## src/sv/hash_bucket_slot_table_core_defines.svh

```systemverilog
// ---------------------------------------------------------------------------
// Assertion macros for the hash bucket slot table core.
// The assertions are sampled on clk and are held off while rst_n is low.
// ---------------------------------------------------------------------------
`ifndef HASH_BUCKET_SLOT_TABLE_CORE_DEFINES_SVH
`define HASH_BUCKET_SLOT_TABLE_CORE_DEFINES_SVH

// The consequent is checked in the same cycle as the antecedent.
// It may begin with a constant ## delay.
`define HBST_ASSERT_SAME(label, ante, cons) \
  label: assert property (@(posedge clk) disable iff (!rst_n) (ante) |-> cons) \
    else $error("hash bucket slot table assertion failed");

// The consequent is checked in the cycle after the antecedent.
`define HBST_ASSERT_NEXT(label, ante, cons) \
  label: assert property (@(posedge clk) disable iff (!rst_n) (ante) |=> (cons)) \
    else $error("hash bucket slot table assertion failed");

`endif

```

## src/sv/hbst_pkg.sv

```systemverilog
// ---------------------------------------------------------------------------
// hbst_pkg
// Shared widths, operation and status codes, controller states and the
// command word passed from the controller to the datapath.
// ---------------------------------------------------------------------------
package hbst_pkg;

  localparam int SLOT_COUNT_DEF = 8;
  localparam int KEY_W          = 64;
  localparam int VAL_W          = 64;
  localparam int FUNC_W         = 2;
  localparam int STATUS_W       = 2;
  localparam int SLOT_OUT_W     = 3;

  // Operation codes. Code 3 is unused and gives a not-found result.
  localparam logic [FUNC_W-1:0] FUNC_SEARCH = 2'd0;
  localparam logic [FUNC_W-1:0] FUNC_REMOVE = 2'd1;
  localparam logic [FUNC_W-1:0] FUNC_INSERT = 2'd2;

  // Result status codes.
  localparam logic [STATUS_W-1:0] STATUS_OK      = 2'd0;
  localparam logic [STATUS_W-1:0] STATUS_MISSING = 2'd1;
  localparam logic [STATUS_W-1:0] STATUS_PRESENT = 2'd2;
  localparam logic [STATUS_W-1:0] STATUS_FULL    = 2'd3;

  typedef enum logic [1:0] {
    CTL_IDLE,
    CTL_MATCH,
    CTL_COMMIT
  } ctl_state_t;

  typedef struct packed {
    logic load;    // capture the request word
    logic eval;    // compare keys and pick the first hit and first free slot
    logic commit;  // update the slots and load the result word
  } dp_cmd_t;

endpackage

```

## src/sv/hash_bucket_slot_table_core.sv

```systemverilog
// Flow: a word accepted while busy is low passes the capture, match and
// commit steps of the controller; the result word and out_valid are registered
// at the commit, and out_valid marks the result on the out_ ports for one cycle.
// Words go one at a time; busy drops again in the cycle that shows the result.
// Reset: synchronous on rst_n low; every slot is marked empty and the controller
// returns to idle. The receiver cannot stall; each result is taken as shown.
// ---------------------------------------------------------------------------
// hash_bucket_slot_table_core
// One hash bucket of key/value slots with search, remove and insert requests.
// ---------------------------------------------------------------------------
`include "hash_bucket_slot_table_core_defines.svh"

module hash_bucket_slot_table_core #(
  parameter int SLOT_COUNT = hbst_pkg::SLOT_COUNT_DEF
) (
  input  logic                            clk,
  input  logic                            rst_n,
  input  logic                            start,
  output logic                            busy,
  input  logic [hbst_pkg::FUNC_W-1:0]     in_func,
  input  logic [hbst_pkg::KEY_W-1:0]      in_lookup_key,
  input  logic [hbst_pkg::VAL_W-1:0]      in_new_value,
  output logic                            out_valid,
  output logic [hbst_pkg::STATUS_W-1:0]   out_status,
  output logic [hbst_pkg::VAL_W-1:0]      out_found_value,
  output logic [hbst_pkg::SLOT_OUT_W-1:0] out_slot_used
);

  hbst_pkg::dp_cmd_t cmd;

  hbst_ctrl u_ctrl (
    .clk       (clk),
    .rst_n     (rst_n),
    .start     (start),
    .busy      (busy),
    .cmd       (cmd),
    .out_valid (out_valid)
  );

  hbst_datapath #(
    .SLOT_COUNT (SLOT_COUNT)
  ) u_datapath (
    .clk             (clk),
    .rst_n           (rst_n),
    .cmd             (cmd),
    .in_func         (in_func),
    .in_lookup_key   (in_lookup_key),
    .in_new_value    (in_new_value),
    .out_status      (out_status),
    .out_found_value (out_found_value),
    .out_slot_used   (out_slot_used)
  );

  `HBST_ASSERT_NEXT(a_accept_sets_busy, start && !busy, busy)
  `HBST_ASSERT_SAME(a_result_three_after, start && !busy, ##3 out_valid)
  `HBST_ASSERT_NEXT(a_strobe_one_cycle, out_valid, !out_valid)
  `HBST_ASSERT_SAME(a_fail_fields_zero, out_valid && (out_status != hbst_pkg::STATUS_OK), (out_found_value == '0) && (out_slot_used == '0))

endmodule

```

## src/sv/hbst_ctrl.sv

```systemverilog
// ---------------------------------------------------------------------------
// hbst_ctrl
// Sequencer for one request at a time: capture, match, commit, then a
// one-cycle result strobe.
// ---------------------------------------------------------------------------
module hbst_ctrl (
  input  logic             clk,
  input  logic             rst_n,
  input  logic             start,
  output logic             busy,
  output hbst_pkg::dp_cmd_t cmd,
  output logic             out_valid
);

  hbst_pkg::ctl_state_t state_r, state_nxt;
  logic                 out_valid_r, out_valid_nxt;

  always_ff @(posedge clk) begin
    if (!rst_n) begin
      state_r     <= hbst_pkg::CTL_IDLE;
      out_valid_r <= 1'b0;
    end else begin
      state_r     <= state_nxt;
      out_valid_r <= out_valid_nxt;
    end
  end

  always_comb begin
    state_nxt     = state_r;
    out_valid_nxt = 1'b0;
    cmd           = '0;
    busy          = 1'b1;
    case (state_r)
      hbst_pkg::CTL_IDLE: begin
        busy = 1'b0;
        if (start) begin
          cmd.load  = 1'b1;
          state_nxt = hbst_pkg::CTL_MATCH;
        end
      end
      hbst_pkg::CTL_MATCH: begin
        cmd.eval  = 1'b1;
        state_nxt = hbst_pkg::CTL_COMMIT;
      end
      hbst_pkg::CTL_COMMIT: begin
        cmd.commit    = 1'b1;
        out_valid_nxt = 1'b1;
        state_nxt     = hbst_pkg::CTL_IDLE;
      end
      default: begin
        state_nxt = hbst_pkg::CTL_IDLE;
      end
    endcase
  end

  assign out_valid = out_valid_r;

endmodule

```

## src/sv/hbst_datapath.sv

```systemverilog
// ---------------------------------------------------------------------------
// hbst_datapath
// Slot storage, parallel key compare, first-hit and first-free selection,
// and the result word registers.
// ---------------------------------------------------------------------------
module hbst_datapath #(
  parameter int SLOT_COUNT = hbst_pkg::SLOT_COUNT_DEF
) (
  input  logic                              clk,
  input  logic                              rst_n,
  input  hbst_pkg::dp_cmd_t                 cmd,
  input  logic [hbst_pkg::FUNC_W-1:0]       in_func,
  input  logic [hbst_pkg::KEY_W-1:0]        in_lookup_key,
  input  logic [hbst_pkg::VAL_W-1:0]        in_new_value,
  output logic [hbst_pkg::STATUS_W-1:0]     out_status,
  output logic [hbst_pkg::VAL_W-1:0]        out_found_value,
  output logic [hbst_pkg::SLOT_OUT_W-1:0]   out_slot_used
);

  localparam int IDX_W = $clog2(SLOT_COUNT);

  // Request word
  logic [hbst_pkg::FUNC_W-1:0] func_r;
  logic [hbst_pkg::KEY_W-1:0]  key_r;
  logic [hbst_pkg::VAL_W-1:0]  val_r;

  // Slot storage
  logic [hbst_pkg::KEY_W-1:0]  slot_keys_r   [SLOT_COUNT];
  logic [hbst_pkg::VAL_W-1:0]  slot_values_r [SLOT_COUNT];
  logic [SLOT_COUNT-1:0]       slot_valid_r, slot_valid_nxt;

  // Match stage
  logic [SLOT_COUNT-1:0] hit_vec, hit_oh, free_vec, free_oh;
  logic [SLOT_COUNT-1:0] hit_oh_r, free_oh_r;
  logic                  hit_any_r, free_any_r;

  // Commit stage
  logic [IDX_W-1:0] hit_idx, free_idx;
  logic             write_en;

  // Result word
  logic [hbst_pkg::STATUS_W-1:0]   status_r, status_nxt;
  logic [hbst_pkg::VAL_W-1:0]      value_r, value_nxt;
  logic [hbst_pkg::SLOT_OUT_W-1:0] slot_r, slot_nxt;

  always_ff @(posedge clk) begin
    if (cmd.load) begin
      func_r <= in_func;
      key_r  <= in_lookup_key;
      val_r  <= in_new_value;
    end
  end

  always_comb begin
    for (int i = 0; i < SLOT_COUNT; i++) begin
      hit_vec[i] = slot_valid_r[i] && (slot_keys_r[i] == key_r);
    end
    free_vec = ~slot_valid_r;
    // Keep only the lowest set bit of each vector.
    hit_oh   = hit_vec & (~hit_vec + SLOT_COUNT'(1));
    free_oh  = free_vec & (~free_vec + SLOT_COUNT'(1));
  end

  always_ff @(posedge clk) begin
    if (cmd.eval) begin
      hit_oh_r   <= hit_oh;
      free_oh_r  <= free_oh;
      hit_any_r  <= |hit_vec;
      free_any_r <= |free_vec;
    end
  end

  always_comb begin
    hit_idx  = '0;
    free_idx = '0;
    for (int i = 0; i < SLOT_COUNT; i++) begin
      if (hit_oh_r[i]) begin
        hit_idx = hit_idx | IDX_W'(i);
      end
      if (free_oh_r[i]) begin
        free_idx = free_idx | IDX_W'(i);
      end
    end
  end

  always_comb begin
    status_nxt     = hbst_pkg::STATUS_MISSING;
    value_nxt      = '0;
    slot_nxt       = '0;
    slot_valid_nxt = slot_valid_r;
    write_en       = 1'b0;
    case (func_r)
      hbst_pkg::FUNC_SEARCH, hbst_pkg::FUNC_REMOVE: begin
        if (hit_any_r) begin
          status_nxt = hbst_pkg::STATUS_OK;
          value_nxt  = slot_values_r[hit_idx];
          slot_nxt   = hbst_pkg::SLOT_OUT_W'(hit_idx);
          if (func_r == hbst_pkg::FUNC_REMOVE) begin
            slot_valid_nxt[hit_idx] = 1'b0;
          end
        end
      end
      hbst_pkg::FUNC_INSERT: begin
        if (hit_any_r) begin
          status_nxt = hbst_pkg::STATUS_PRESENT;
        end else if (!free_any_r) begin
          status_nxt = hbst_pkg::STATUS_FULL;
        end else begin
          status_nxt               = hbst_pkg::STATUS_OK;
          slot_nxt                 = hbst_pkg::SLOT_OUT_W'(free_idx);
          slot_valid_nxt[free_idx] = 1'b1;
          write_en                 = 1'b1;
        end
      end
      default: begin
        status_nxt = hbst_pkg::STATUS_MISSING;
      end
    endcase
  end

  always_ff @(posedge clk) begin
    if (!rst_n) begin
      slot_valid_r <= '0;
    end else if (cmd.commit) begin
      slot_valid_r <= slot_valid_nxt;
    end
  end

  always_ff @(posedge clk) begin
    if (cmd.commit && write_en) begin
      slot_keys_r[free_idx]   <= key_r;
      slot_values_r[free_idx] <= val_r;
    end
  end

  always_ff @(posedge clk) begin
    if (cmd.commit) begin
      status_r <= status_nxt;
      value_r  <= value_nxt;
      slot_r   <= slot_nxt;
    end
  end

  assign out_status      = status_r;
  assign out_found_value = value_r;
  assign out_slot_used   = slot_r;

endmodule
```

## config.mk

```make
export PLATFORM = sky130hd
export DESIGN_NAME = hash_bucket_slot_table_core
export DESIGN_NICKNAME = d
export VERILOG_FILES = /design/src/sv/hbst_pkg.sv /design/src/sv/hash_bucket_slot_table_core.sv /design/src/sv/hbst_ctrl.sv /design/src/sv/hbst_datapath.sv
export VERILOG_INCLUDE_DIRS = /design/src /design/src/sv
export SDC_FILE = /design/constraint.sdc
export NUM_CORES = 1
export LEC_CHECK = 0
export ABC_CLOCK_PERIOD_IN_PS = 29100
export BUFFER_PORTS_ARGS = -buffer_cell sky130_fd_sc_hd__buf_2
export CORE_ASPECT_RATIO = 1.1
export CORE_MARGIN = 5
export CORE_UTILIZATION = 50
export CTS_CLUSTER_SIZE = 10
export DETAILED_ROUTE_END_ITERATION = 10
export GPL_ROUTABILITY_DRIVEN = 0
export PLACE_DENSITY = 0.67
export SYNTH_ARGS = -nofsm -noshare
export SYNTH_HDL_FRONTEND = slang
export SYNTH_SLANG_ARGS = --single-unit
```

## constraint.sdc

```tcl
create_clock -name clk -period 29.1 [get_ports clk]
set_clock_uncertainty 0.2 [all_clocks]
set_input_delay 4.365 -clock clk [delete_from_list [all_inputs] [get_ports clk]]
set_output_delay 4.365 -clock clk [all_outputs]
set_load 0.1 [all_outputs]
```

# After elaboration in Yosys (flattened, before gate mapping)
# Memory sizes are Yosys's and may differ from the RTL's. A register that Yosys moved wholly into a read port is not among the register bits.
# Cells that the tools add are included.
[totals]
ramBits = 1024
ff_bits = 164
memories = 2
input_bits = 133
[classes]
bitwise_logic = 8
n_addsub = 2
eq_ne = 17
mux = 43
n_reduce_logical = 20
magnitude_cmp = 4
[mem_list]
columns = ["memory", "depth", "width", "rd", "rd_clocked_by_memory_dff", "write_ports", "line_no", "text"]
rows = [
  ["u_datapath.slot_keys_r", 8, 64, 8, 0, 1, "hbst_datapath.sv:28", "logic [hbst_pkg::KEY_W-1:0] slot_keys_r [SLOT_COUNT];"],
  ["u_datapath.slot_values_r", 8, 64, 1, 1, 1, "hbst_datapath.sv:29", "logic [hbst_pkg::VAL_W-1:0] slot_values_r [SLOT_COUNT];"],
]
[ops]
columns = ["op", "n"]
rows = [
  ["$eq A64 B64 Y1", 8],
  ["$mux W3", 11],
  ["$mux W8", 4],
  ["$not A8 Y8", 4],
  ["$and A8 B8 Y8", 3],
  ["$add A8 B1 Y8 const B", 2],
  ["$pmux W8 S2", 1],
  ["$reduce_or A8 Y1", 2],
  ["$mux W1", 15],
  ["$mux W2", 7],
  ["$logic_and A1 B1 Y1", 11],
  ["$lt A3 B4 Y1 const B", 2],
  ["$or A8 B8 Y8", 1],
  ["$pmux W2 S2", 2],
  ["$demux W1 S3", 2],
  ["$ge A3 B1 Y1 const B", 2],
  ["$ne A2 B1 Y1 const B", 3],
  ["$pmux W3 S2", 1],
  ["$reduce_and A6 Y1", 1],
  ["$eq A2 B1 Y1 const B", 2],
  ["$eq A2 B2 Y1 const B", 2],
  ["$logic_not A2 Y1", 2],
  ["$ne A2 B2 Y1 const B", 2],
  ["$reduce_and A2 Y1", 1],
  ["other kinds (3)", 3],
]

# Longest topological paths before layout
[depth]
word_depth = 16
ltp_mapped = 10
mapped_depth_nobuf = 7

# By module
# A second synthesis with hierarchy kept.
[hier_totals]
hier_cells = 2669
area_unflattened_um2 = 47355.4
[modules_own_cells]
columns = ["mod", "area_each_um2", "n_inst", "cells_each"]
rows = [
  ["hbst_datapath", 47216.5, 1, 2657],
  ["hbst_ctrl", 138.9, 1, 12],
]

# Worst setup path after synthesis
# No wires, ideal clock.
[synth_path]
path_type = "input -> register"
start = "input port start"
end = "register u_datapath.func_r[0] (netlist bit), enable pin"
stages = 2
required_ps = 28278
setup_slack_ps = 18501
n_path_buf = 0
t_arrival_ps = 9777
setup_ps = 622
path_cell_list = "inv_1 -> nor2_1"
[synth_lines]
columns = ["item", "line_no", "text"]
rows = [
  ["start: declaration", "hash_bucket_slot_table_core.sv:18", "input logic start,"],
  ["end signal: assignment", "hbst_datapath.sv:48", "func_r <= in_func;"],
  ["end: declaration", "hbst_datapath.sv:23", "logic [hbst_pkg::FUNC_W-1:0] func_r;"],
]

# Worst setup path after layout
[layout_path]
start = "register u_ctrl.state_r[0]"
end = "output port busy"
[layout_via]
elab_chain_cells = 2
[layout_lines]
columns = ["item", "line_no", "text"]
rows = [
  ["start: declaration", "hbst_ctrl.sv:15", "hbst_pkg::ctl_state_t state_r, state_nxt;"],
  ["start signal: assignment", "hbst_ctrl.sv:20", "state_r <= hbst_pkg::CTL_IDLE;"],
  ["start signal: assignment", "hbst_ctrl.sv:23", "state_r <= state_nxt;"],
  ["$logic_not A2 Y1", "hbst_ctrl.sv:33", "case (state_r)"],
  ["$mux W1", "hbst_ctrl.sv:33", ""],
  ["end: declaration", "hash_bucket_slot_table_core.sv:19", "output logic busy,"],
]
# Every way passes these cells.

==> results.cfg <==
[route]
antenna_left = 0
route.detailed.wl_per_inst_um = 24.6
drt_first_iter_violations = 2595
vias = 27300
remaining_drc_errors = 0
drtPass1Iterations = 6
routed_wl_mm = 117
via_per_inst = 5.74

[timing]
finalCritPeriodShare = 0.217
worst_slew_margin_rel = 0.104
min_period_ns = 6.30
finalSetupViolCount = 0
report.final.slew_viol_count = 0
max_clock_freq_ghz = 0.159
timing_hold_violations_final = 0
worstMarginPinSlew_ns = 1.33
timing.setup.tns_ns = 0
setup_repair_after_global_routing_missed_its_margin = false

[synthesis]
syn-instance-count = 3144
yosys_warnings = 0
most_common_cell_in_the_netlist = sky130_fd_sc_hd__edfxtp_1
synth_sequential_area_ratio = 0.767
synth_flop_cell = sky130_fd_sc_hd__edfxtp_1
synth_largest_area_cell = sky130_fd_sc_hd__edfxtp_1
ys_ff_latch = 1250
synth.top_cells.by_area = sky130_fd_sc_hd__edfxtp_1 (76%), sky130_fd_sc_hd__xnor2_1 (3.9%), sky130_fd_sc_hd__xor2_1 (3.2%), sky130_fd_sc_hd__nand2_1 (3.1%), sky130_fd_sc_hd__a21oi_1 (1.9%)
synth-edff-count = 1239
synth_top_family_by_area = simple AND/OR/NAND/NOR gates
synth_adder_area_share = 0
yosysUniqueCellTypes = 59
ys_async_sr_fraction = 0
postSynthNetCount = 3277
synth_simple_gate_area_share = 0.0863
ys_top_cells_by_count = sky130_fd_sc_hd__edfxtp_1 (1239), sky130_fd_sc_hd__nand2_1 (397), sky130_fd_sc_hd__xnor2_1 (219)
avg_inst_size_synth_um2 = 15.5
synth_largest_type_area_fraction = 0.763
synth_mux_area_frac = 0
synth_compound_gate_area_share = 0.0511
synth-xor-area-share = 0.0711
syn_area_mm2 = 0.0488

[power]
power.density_mw_per_mm2 = 67.8
power.ir.vdd_worst_v = 0.0000589
switching_share = 0.208
power.share.sequential = 0.539
cell_internal_pwr_w = 0.00297
comb_power_share = 0.040
total_switching_power_w = 0.000780
power.clock.fraction = 0.421
leakage_nw = 18.5
power_w = 0.00375

[clock_tree]
postCtsSetupRepairBufs = 0
post_cts_resized = 0
clk_root_buffer_cell = sky130_fd_sc_hd__clkbuf_16
clk_transition_reported_paths_ns = 0.05
clock_sink_count = 1250
cts-root-to-sink-buffers = 3
worstSkewPairLatency_ns = 0.73
cts_hold_buffers = 0
numCtsBuffers = 144
cts.htree.levels = 4
cts_tree = built

[setup_path]
criticalPathCategory = register to output port
critPathMaxFanout = 3
endpoint_kind = output port
cp.arrival_ns = 1.74
critical_path.slowest_cell = sky130_fd_sc_hd__buf_2
cpPeakStageDelay_ns = 0.44
crit_path_cell_trace = or2_2, buf_2
worst_setup_start_kind = register
cp.required_ns = 24.53

[floorplan]
die_height_um = 338
die-area_mm2 = 0.104
num_rows = 120
ioPinCount = 204
initial_core_util = 0.502
core_area_mm2 = 0.0971
die_width_um = 308

[min_path]
min-delay-path-class = register to register

[global_routing]
groute.usage.overall = 0.223
maximum_number_of_pins_on_one_net_before_global_route_repair = 132
globalRoute.totalOverflow = 0
first_global_vias = 26800
antenna_found_initial = 0
first_pass_grt_wire_length_mm = 172

[finish]
finalCoreUtilization = 0.570
finish.net_count = 3562
num_antenna_cells = 0
layout_cells_sized_above_1 = 0.144
synthToLayoutAreaGrowth_pct = 13.5
final.fill_count = 7475

[status]
status = finished clean

[placed_design]
numPortBuffers = 203
hpwl_mm = 66.2

[run]
drv.max_cap_violation_count = 0
## stage by stage
| step | area [um^2] | hold slack [ns] | setup WS [ns] | cells |
|---|---|---|---|---|
| finish | 55400 | 0.390 | 22.80 | 4757 |
| global route | 55400 | 0.403 | 22.73 | 4757 |
| CTS | 55400 | 0.388 | 22.74 | 4757 |
| detailed placement | 51300 | 0.373 | 23.11 | 4564 |
| global placement | 51300 | 0.370 | 23.12 | 4564 |
| floorplan | 48800 | 0.273 | 18.50 | 3144 |
## cells in the final DEF, fill, tap and decap left out, types with 15 or more instances in the layout
cell type | Yosys | final
sky130_fd_sc_hd__edfxtp_1 | 1239 | 1239
sky130_fd_sc_hd__nand2_1 | 397 | 397
sky130_fd_sc_hd__xnor2_1 | 219 | 219
sky130_fd_sc_hd__buf_2 | 80 | 203
sky130_fd_sc_hd__a21oi_1 | 187 | 187
sky130_fd_sc_hd__xor2_1 | 177 | 177
sky130_fd_sc_hd__nand3_1 | 161 | 161
sky130_fd_sc_hd__clkbuf_16 | 0 | 150
sky130_fd_sc_hd__buf_4 | 26 | 98
sky130_fd_sc_hd__nand4_1 | 76 | 76
sky130_fd_sc_hd__inv_1 | 66 | 66
sky130_fd_sc_hd__nor2_1 | 75 | 66
sky130_fd_sc_hd__nor4_1 | 65 | 63
sky130_fd_sc_hd__o22ai_1 | 37 | 37
sky130_fd_sc_hd__a22o_1 | 32 | 32
sky130_fd_sc_hd__clkbuf_1 | 34 | 29
sky130_fd_sc_hd__a221oi_1 | 27 | 27
sky130_fd_sc_hd__a211oi_1 | 26 | 26
sky130_fd_sc_hd__nand2b_1 | 24 | 23
sky130_fd_sc_hd__o2bb2ai_1 | 17 | 17
sky130_fd_sc_hd__nor2b_1 | 17 | 16
sky130_fd_sc_hd__and3_1 | 16 | 16
sky130_fd_sc_hd__nor3_1 | 15 | 15
## logic make-up (layout without fill, tap and decap cells)
group	Yosys count	in the layout
XOR/XNOR	396	396
AND/OR/NAND/NOR	879	879
AO/OA/AOI/OAI	386	386
flip-flops	1250	1250
buffers and inverters	233	565
## worst max-delay path: cells and delay by family (launching register included)
kind,cells,cell delay (ns)
buffers and inverters,1,0.44
AND/OR/NAND/NOR,1,0.19
flip-flops,1,0.38
## metal layers
layer  global-route usage  up-vias  share of wire
met1                0.308    13700           0.41
met3               0.0413      200          0.078
met2                0.361     1153           0.48
met4               0.0774        0          0.031
met5                    0        -              0
li1                     -    12300              -
## final cells by class
cell class	instances	area [um^2]	share of cell area
inverter	70	265	0.00479
sequential	1250	37400	0.676
clock inverter	13	163	0.00294
clock buffer	180	3880	0.0700
multi-input combinational	1661	10300	0.185
timing repair buffer	302	1770	0.0320
tap	1281	1600	0.0289
## path summary, 6_finish.rpt
kind | from | endpoint | slack (ns) | cells past startpoint
setup / recovery | u_ctrl.state_r[0]$_SDFFE_PN0P_ | busy | 22.80 | 2
hold reg to reg | u_datapath.slot_valid_r[3]$_SDFFE_PN0P_ | u_datapath.free_oh_r[3]$_DFFE_PN_ | 0.39 | 1
hold / removal | u_datapath.slot_valid_r[3]$_SDFFE_PN0P_ | u_datapath.free_oh_r[3]$_DFFE_PN_ | 0.39 | 1
setup reg to reg | u_datapath.free_oh_r[7]$_DFFE_PN_ | u_datapath.slot_keys_r[2][18]$_DFFE_PP_ | 24.72 | 5
## power by group through the flow
| stage | logic [W] | clock network [W] | registers (W) |
|---|---|---|---|
| global placement | 0.000149 | 0 | 0.00206 |
| finish | 0.000150 | 0.00158 | 0.00202 |
| detailed placement | 0.000151 | 0 | 0.00206 |
| CTS | 0.000151 | 0.00161 | 0.00202 |
| floorplan | 0.0000732 | 0 | 0.00207 |
| global route | 0.000160 | 0.00169 | 0.00202 |
## flip-flops by register name (all words and copies together), names as in the netlist, 2 cells and up
signal and count:
u_datapath.func_r 2, u_datapath.val_r 64, u_ctrl.state_r 2, u_datapath.out_status 2
u_datapath.out_found_value 64, u_datapath.slot_values_r 512, u_datapath.slot_keys_r 512, u_datapath.slot_valid_r 8
u_datapath.out_slot_used 3, u_datapath.free_oh_r 7, u_datapath.key_r 64, u_datapath.hit_oh_r 7
No activity file was read; power rests on OpenSTA's default activity.
